===== config.mk =====
export PLATFORM = sky130hd
export DESIGN_NAME = jls_divider
export DESIGN_NICKNAME = d
export VERILOG_FILES = /design/src/design/jls_pkg.sv /design/src/design/jls_divider.sv
export SDC_FILE = /design/constraint.sdc
export NUM_CORES = 1
export LEC_CHECK = 0
export CAP_MARGIN = 20
export CORE_MARGIN = 3
export CORE_UTILIZATION = 50
export CTS_CLUSTER_SIZE = 30
export DETAILED_ROUTE_END_ITERATION = 7
export DONT_BUFFER_PORTS = 1
export GPL_TIMING_DRIVEN = 0
export PLACE_DENSITY = 0.71
export SYNTH_ARGS = -nofsm -noshare
export SYNTH_HDL_FRONTEND = slang
export SYNTH_SLANG_ARGS = --single-unit

===== constraint.sdc =====
create_clock -name clk_i -period 3.5 [get_ports clk_i]
set_input_delay 0.35 -clock clk_i [delete_from_list [all_inputs] [get_ports clk_i]]
set_output_delay 0.35 -clock clk_i [all_outputs]
set_load 0.02 [all_outputs]

===== src/design/jls_pkg.sv =====
// Package for the Jacobi linear solver core: operation codes, widths, state encoding.
// No dependencies.
package jls_pkg;
  localparam logic [1:0] OP_LOAD_A = 2'd0;
  localparam logic [1:0] OP_LOAD_B = 2'd1;
  localparam logic [1:0] OP_SOLVE  = 2'd2;
  localparam logic [1:0] OP_RSVD   = 2'd3;
  localparam logic       REG_SIZE  = 1'b0;
  localparam logic       REG_TOL   = 1'b1;
  localparam logic signed [31:0] Q_ONE = 32'sd65536;

  typedef enum logic [7:0] {
    ST_IDLE  = 8'b0000_0001,
    ST_INIT  = 8'b0000_0010,
    ST_MAC   = 8'b0000_0100,
    ST_DIAG  = 8'b0000_1000,
    ST_DIV   = 8'b0001_0000,
    ST_CHECK = 8'b0010_0000,
    ST_COPY  = 8'b0100_0000,
    ST_EMIT  = 8'b1000_0000
  } state_e;

  typedef struct packed {
    logic        start;
    logic signed [47:0] num;
    logic signed [31:0] den;
  } div_req_t;
endpackage


===== src/design/jls_divider.sv =====
// Restoring divider: signed Q16.16 quotient (num*65536)/den, truncated, saturated.
// Depends on jls_pkg.
module jls_divider (
  input  logic                clk_i,
  input  logic                rst_ni,
  input  jls_pkg::div_req_t   req_i,
  output logic                done_o,
  output logic signed [31:0]  quot_o
);
  logic [63:0] dvd_q, dvd_d;
  logic [31:0] dvs_q, dvs_d;
  logic [64:0] rem_q, rem_d;
  logic [6:0]  cnt_q, cnt_d;
  logic        neg_q, neg_d, busy_q, busy_d, done_q, done_d;
  logic [64:0] trial;
  logic [63:0] mag;
  logic [63:0] num_abs;
  logic signed [63:0] num_ext;

  assign num_ext = {req_i.num, 16'd0};
  assign num_abs = num_ext[63] ? 64'(-num_ext) : num_ext;
  assign trial   = {rem_q[63:0], dvd_q[63]} - {33'd0, dvs_q};
  assign mag     = dvd_q;

  always_comb begin
    dvd_d = dvd_q; dvs_d = dvs_q; rem_d = rem_q; cnt_d = cnt_q;
    neg_d = neg_q; busy_d = busy_q; done_d = 1'b0;
    if (req_i.start) begin
      dvd_d  = num_abs;
      dvs_d  = req_i.den[31] ? 32'(-req_i.den) : req_i.den;
      neg_d  = req_i.num[47] ^ req_i.den[31];
      rem_d  = '0;
      cnt_d  = 7'd0;
      busy_d = 1'b1;
    end else if (busy_q) begin
      if (!trial[64]) begin
        rem_d = trial;
        dvd_d = {dvd_q[62:0], 1'b1};
      end else begin
        rem_d = {rem_q[63:0], dvd_q[63]};
        dvd_d = {dvd_q[62:0], 1'b0};
      end
      cnt_d = cnt_q + 7'd1;
      if (cnt_q == 7'd63) begin
        busy_d = 1'b0;
        done_d = 1'b1;
      end
    end
  end

  always_ff @(posedge clk_i or negedge rst_ni) begin
    if (!rst_ni) begin
      busy_q <= 1'b0;
      done_q <= 1'b0;
      cnt_q  <= '0;
    end else begin
      busy_q <= busy_d;
      done_q <= done_d;
      cnt_q  <= cnt_d;
    end
  end

  always_ff @(posedge clk_i) begin
    dvd_q <= dvd_d;
    dvs_q <= dvs_d;
    rem_q <= rem_d;
    neg_q <= neg_d;
  end

  always_comb begin
    if (neg_q) quot_o = (mag > 64'h8000_0000) ? 32'sh8000_0000 : 32'(-mag);
    else       quot_o = (mag > 64'h7FFF_FFFF) ? 32'sh7FFF_FFFF : mag[31:0];
  end
  assign done_o = done_q;
endmodule


# Yosys cells after proc, flatten, opt, wreduce, memory -nomap -nowiden
# Cells that the tools add are included.
# word_totals
input_bits,83
elab_cells,35
regBits,170
# classes
eq_ne,1
reduce_logical,1
mux,17
magnitude_cmp,2
add_sub_neg,5
bitwise_logic,1
# op_table
cell,n
two-way mux 64 bit,4
two-way mux 32 bit,3
subtractor 65 x 32 -> 65 bit,1
> comparator 64 x 31 -> 1 bit (second input constant),1
> comparator 64 x 32 -> 1 bit (second input constant),1
negator 32 bit,2
negator 64 bit,1
two-way mux 31 bit,1
two-way mux 7 bit,2
adder 7 x 1 -> 7 bit (second input constant),1
equality test 7 x 6 -> 1 bit (second input constant),1
two-way mux 1 bit,7
nonzero test 2 bit,1
bitwise XOR 1 bit,1

# Logic depth before layout (Yosys ltp)
# Gate-level depths: netlist of run 1.
# logic_depth
word_depth,4
ltp_mapped,12
depth_no_buf,11

# Least setup slack after synthesis of run 1
# No wires, ideal clock.
# synth_path
path_kind,flip-flop to output port
startpoint,reg dvd_q[21]
endpoint,out quot_o[14]
path_stages_with_launch,8
arrival_ns,3.138
setup_slack_ns,0.012
required_time_ns,3.150
n_path_buf,1
cell_sequence,edfxtp_1 or3_1 or4_1 or4_1 nor2_1 o211ai_1 clkbuf_1 o311ai_0
# synth_via
elab_chain_len,3
word_cells_on_any_way,5
classes_between,order compare (2); mux (3)
# synth_rtl
item,line,rtl
"start, declared",jls_divider.sv:10,"logic [63:0] dvd_q, dvd_d;"
"start signal, assigned",jls_divider.sv:64,dvd_q <= dvd_d;
> comparator 64 x 31 -> 1 bit / > comparator 64 x 32 -> 1 bit (equally long branches),"jls_divider.sv:72, jls_divider.sv:71",
two-way mux 32 bit (on tied branches),"jls_divider.sv:72, jls_divider.sv:71",
two-way mux 32 bit (*),jls_divider.sv:71,if (neg_q) quot_o = (mag > 64'h8000_0000) ? 32'sh8000_0000 : 32'(-mag);
"end, declared",jls_divider.sv:8,output logic signed [31:0] quot_o
# Mark *: on every way between the ends. The rest lies on a longest branch, timed or not.

# Worst setup path in the final report of run 1
# layout_path
startpoint,reg dvd_q[21]
endpoint,out quot_o[8]
# Same word-level chain as after synthesis.

==> results of run 1 <==
==> state kept, by name, indices dropped and copies added (netlist names) <==
register  flops
neg_q         1
dvd_q        64
rem_q        64
busy_q        1
done_o        1
cnt_q         7
dvs_q        32
==> worst paths after layout <==
| check | from | to | slack [ps] | cells after the start |
|---|---|---|---|---|
| setup / recovery | dvd_q[21] | quot_o[8] | -350 | 9 |
| hold / removal | req_i[80] | dvs_q[26] | 10 | 0 |
| setup reg to reg | dvd_q[63] | rem_q[53] | 60 | 12 |
| hold reg to reg | rem_q[23] | rem_q[23] | 490 | 2 |
| max in group asynchronous | rst_ni | busy_q | 2930 | 1 |
| min in group asynchronous | rst_ni | cnt_q[5] | 260 | 1 |
==> per-stage QoR <==
step	hold slack, ps	setup WS, ps
after detailed placement	54.6	-649
after CTS	5.32	-157
after global routing	-4.01	-390
final	13.9	-349
after floorplan	54.4	11.9
after global placement	54.6	-671
==> cell type report <==
cell class,instances,area [µm²],share of cell area (%)
flip-flops and latches,170,4420,30.2
repair buffers,83,756,5.17
clock inverters,13,141,0.967
inverters,67,251,1.72
plain buffers,67,369,2.52
multi-input cells,1116,7840,53.6
clock buffers,19,454,3.11
well taps,313,392,2.68
==> metal layers <==
| layer | vias up | track usage (%) | wire, µm | share of wire (%) |
|---|---|---|---|---|
| li1 | 5495 | - | - | - |
| met1 | 5791 | 37.3 | 16200 | 40 |
| met2 | 777 | 43.8 | 18000 | 45 |
| met3 | 211 | 5.49 | 3860 | 9.6 |
| met4 | 0 | 11.4 | 2160 | 5.4 |
| met5 | - | 0 | 0 | 0 |
==> timing repair <==
action | in CTS | in global routing
hold buffers | 3 | 0
gates resized for setup | 181 | 85
endpoints found under the hold margin | 20 | 0
endpoints found under the setup margin | 88 | 84
buffers inserted | 29 | 34
pin swaps | 27 | 31
cloned | 0 | 2
==> worst max-delay path: stages (launching register included) <==
cell and delay, ps:
edfxtp_1 430, or3_4 420, or4_4 460, or4_4 450, nor2_4 150, o211ai_1 140, buf_6 230, clkbuf_16 170
buf_4 150, o311ai_4 450
==> kinds of logic after synthesis <==
logic type,synth area share [%]
simple gates,23.5
compound gates,21.1
flops,37.1
buf+inv,4.52
xor+xnor,8.39
fa+ha+maj,3.95
mux,1.45
==> power by group <==
group	total, µW	switching [µW]	internal, µW
Sequential	3020	439	2580
Clock	1980	978	1000
Combinational	5580	3430	2150
Total	10600	4850	5730
==> cells in the final DEF, fill, tap and decap left out, drive strengths merged, types with 10 or more instances in the layout <==
master  count
a21oi      98
or3        36
nor2      155
nand4      17
or2        11
nor2b      16
nand3      20
dfxtp      64
edfxtp     97
nor4       26
a311oi     41
clkbuf     75
xor2       64
nand2b     13
o21ai      97
inv        77
o41ai      17
nor3       39
buf        91
ha         36
o211ai     10
o31ai      41
o311ai     27
nand2     171
or4        34
xnor2      50
==> flow_summary.toml, run 1 <==
[run_status]
outcome = "finished, violations left"
violations = "setup timing"

[timing]
min_period_ps = 3850
worst_pin_slew_ps = 945
report.final.setup_viol = 30
relSlewSlack_pct = 37.0
period_share_pct = 110
slew_viol_final = 0
rsz0062_at_grt = "yes"
skew_ps = 22.7
fin_tns_setup_ps = -5720
hold_violations = 0
fmax_ghz = 0.260
fin_ws_ps = -349

[final_layout]
n_antenna_cell = 0
fin_util_pct = 63.4
layout-drive-gt1-share_pct = 17.4
final_cell_area_mm2 = 0.0146
nets = 1642
synthToLayoutAreaGrowth_pct = 22.8
layout.cells.non_filler = 1848
fill_cells = 1845

[logic_synthesis]
synth_most_common_cell = "nand2_1"
postSynthNetCount = 1546
yosysSeqAreaShare_pct = 37.1
postSynthAreaPerCell_um2 = 8.35
synthArstFlopShare_pct = 5.29
synth_edf_count = 97
synth_area_leaders = "edfxtp_1 24%, dfxtp_1 11%, nand2_1 5.4%"
yosysTopAreaCell = "edfxtp_1"
synthCells = 1426
synth_area_mm2 = 0.0119
ys_ff_latch = 170
ys_warn_count = 0
synth_top_area_share_pct = 24.5
ys_types = 69
yosys-top-cells-count = "171 x nand2_1, 155 x nor2_1, 98 x a21oi_1, 97 x edfxtp_1, 95 x o21ai_0"
synthFlopType = "edfxtp_1"

[placement]
dp.cells = 1754
hpwl_um = 24800
place.gp.congestion = 0.957
numPortBuffers = 0
place_area_mm2 = 0.0124

[grt]
grt_first_pass_wirelength_um = 58300
grt_max_degree = 35
overflow = 0
antenna_found_initial = 0
track_usage_pct = 27.7
grt_pass1_vias = 11352

[critical_path]
required_ps = 3150
cp.arrival_ps = 3500
start_kind = "flop"
crit_path_end_kind = "output pin"
critPathKind = "reg2out"
path_max_fanout = 8

[cts]
clk_latency_ps = 460
cts_buffer_depth = 2
clk_pin_slew_ps = 80
cts_root_buf = "clkbuf_16"
cts_max_level = 4
cts_buffers = 17
cts.sinks = 170
cts_tree = "built"

[detailed_routing]
drt_iter0_markers = 1513
drc = 0
first_pass_iters = 6
num_vias = 12274
totalWireLength_um = 40200
routedWlPerCell_um = 21.8
detail-route-antenna-nets = 0
via_per_inst = 6.64

[floorplan]
rows = 55
dieArea_mm2 = 0.0257
die_w_um = 160
die_h_um = 160
ioPinCount = 116
start_util_pct = 51.7
core_mm2 = 0.0231

[pwr]
leakage_uw = 0.00552
power.density_mw_per_mm2 = 724
finalPower_uw = 10600
ir_drop_uv = 367

[hold_path]
hp-class = "in2reg"

[run]
max_cap_viol_count = 0
Note: power is estimated with default switching activity, not from simulation.
==> inputs of run 2 (changes only) <==
--- a/config.mk
+++ b/config.mk
@@ -13,6 +13,8 @@
 export DONT_BUFFER_PORTS = 1
 export GPL_TIMING_DRIVEN = 0
 export PLACE_DENSITY = 0.71
+export RECOVER_POWER = 100
+export SETUP_SLACK_MARGIN = 0.15
 export SYNTH_ARGS = -nofsm -noshare
 export SYNTH_HDL_FRONTEND = slang
 export SYNTH_SLANG_ARGS = --single-unit
==> run 2 against run 1 <==
  * The run still ends with setup timing left
  * Clock power about the same
  * Non-clock buffer count down 7
  * Worst setup slack better by 97 ps
  * Cell area down 0.70%
  * Flip-flop and latch count unchanged
  * Highest routed layer unchanged
==> flow_summary.toml, run 2 (same netlist as run 1, synthesis figures left out) <==
[run_status]
outcome = "finished, violations left"
violations = "setup timing"

[pwr]
power_frac_seq_pct = 28.0
ir_drop_uv = 395
p_int_uw = 5950
power.density_mw_per_mm2 = 745
p_switching_uw = 4860
p_sw_share_pct = 45.0
p_clk_share_pct = 18.1
p_comb_share_pct = 53.9
leakage_uw = 0.00540

[floorplan]
die_h_um = 160
start_util_pct = 51.7
ioPinCount = 116
rows = 55
dieArea_mm2 = 0.0257
core_mm2 = 0.0231
die_w_um = 160

[detailed_routing]
first_pass_iters = 6
drt_iter0_markers = 1327
drc = 0
detail-route-antenna-nets = 0
via_per_inst = 6.41
num_vias = 11810
totalWireLength_um = 37600
routedWlPerCell_um = 20.4

[grt]
antenna_found_initial = 0
grt_max_degree = 36
grt_first_pass_wirelength_um = 58200
track_usage_pct = 27.7
overflow = 0
grt_pass1_vias = 11289

[cts]
cts_buffer_depth = 2
cts_root_buf = "clkbuf_16"
cts_max_level = 4
clk_pin_slew_ps = 80
cts.sinks = 170
cts_buffers = 17
clk_latency_ps = 450
cts_tree = "built"

[final_layout]
reg_top3 = "dvd_q: 64 flops, rem_q: 64 flops, dvs_q: 32 flops"
synthToLayoutAreaGrowth_pct = 21.9
final_common_cell = "nand2_1"
layout-drive-gt1-share_pct = 17.1
final_cell_mix = "168 x nand2_1, 150 x nor2_1, 97 x edfxtp_1"
nets = 1635
fin_util_pct = 63.0
n_antenna_cell = 0

[timing]
report.final.setup_viol = 31
whs_ps = 19.0
min_period_ps = 3750
fin_ws_ps = -252
fmax_ghz = 0.267
relSlewSlack_pct = 25.1
skew_ps = 17.6
period_share_pct = 107
slew_viol_final = 0
worst_pin_slew_ps = 1120
hold_violations = 0
rsz0062_at_grt = "yes"

[placement]
hpwl_um = 24900
numPortBuffers = 0
place.gp.congestion = 0.929

[hold_path]
hp-class = "in2reg"

[critical_path]
crit_path_end_kind = "output pin"
required_ps = 3150
critPathKind = "reg2out"
start_kind = "flop"
cp.arrival_ps = 3400
path_max_fanout = 7

[run]
max_cap_viol_count = 0
## run 2: cell types whose count changed in the layout (fill, tap and decap cells not counted), moves of 4 or more
cell / previous run / this run
buf_1: 5 / 1
buf_4: 55 / 47
buf_6: 23 / 13
clkbuf_1: 46 / 52
clkbuf_2: 2 / 6
clkbuf_4: 5 / 12
nor3_2: 8 / 4
## run 2: timing repair
| action | 4_1_cts | 5_1_grt |
|---|---|---|
| gates cloned | 2 | 1 |
| setup buffers | 29 | 25 |
| hold endpoints to repair | 10 | 2 |
| gates resized for setup | 182 | 99 |
| pin swaps | 31 | 43 |
| endpoints found under the setup margin | 92 | 89 |
| hold buffers | 2 | 1 |
## run 2: layout make-up
| class | count | area, µm² |
|---|---|---|
| plain buffers | 72 | 364 |
| clock buffers | 17 | 425 |
| clock inverters | 15 | 173 |
| fillers | 1881 | 8540 |
| inverters | 67 | 254 |
| multi-input cells | 1116 | 7900 |
| flip-flops and latches | 170 | 4420 |
| well taps | 313 | 392 |
| repair buffers | 71 | 587 |
## run 2: power by group through the flow
stage	logic [µW]	registers [µW]	clock network, µW
floorplan	3550	2890	0
global placement	4510	2990	0
detailed placement	4590	3000	0
CTS	5170	2980	1970
global route	6320	3080	2050
finish	5820	3020	1960
## run 2: through the flow
stage	cell area (µm²)	total power, µW	setup slack [ps]	std cells	TNS [ps]
floorplan	11900	6440	11.9	1426	0
global placement	12300	7510	-712	1739	-37840
detailed placement	12400	7590	-710	1749	-29850
CTS	14000	10100	-76.0	1813	-555
global route	14500	11500	-284	1841	-9040
finish	14500	10800	-252	1841	-3980
## run 2: worst paths after layout
check	start	to	slack, ps	cells past startpoint
max	dvd_q[9]	quot_o[18]	-250	12
min	req_i[80]	dvs_q[24]	20	0
max reg2reg	dvd_q[63]	rem_q[62]	-40	13
min reg2reg	rem_q[7]	rem_q[7]	480	2
max in group asynchronous	rst_ni	done_o	2930	1
min in group asynchronous	rst_ni	cnt_q[5]	260	1
## run 2: metal layers
layer | GRT usage (%) | up-vias | share of wire (%)
li1 | - | 5483 | -
met1 | 38.3 | 5520 | 42
met2 | 43.1 | 670 | 45
met3 | 5.11 | 137 | 9.0
met4 | 11.0 | 0 | 3.9
met5 | 0 | - | 0
## run 2: worst max-delay path, cell delays in order (launching register included)
cell      delay, ps
edfxtp_1        520
nor2_1          240
nand3_2         270
or3_1           430
clkbuf_8        150
buf_4           150
nor2_4          160
o21ai_4         100
buf_8           170
o41ai_4         340
nand2_2         150
o311ai_4        120
buf_6           170
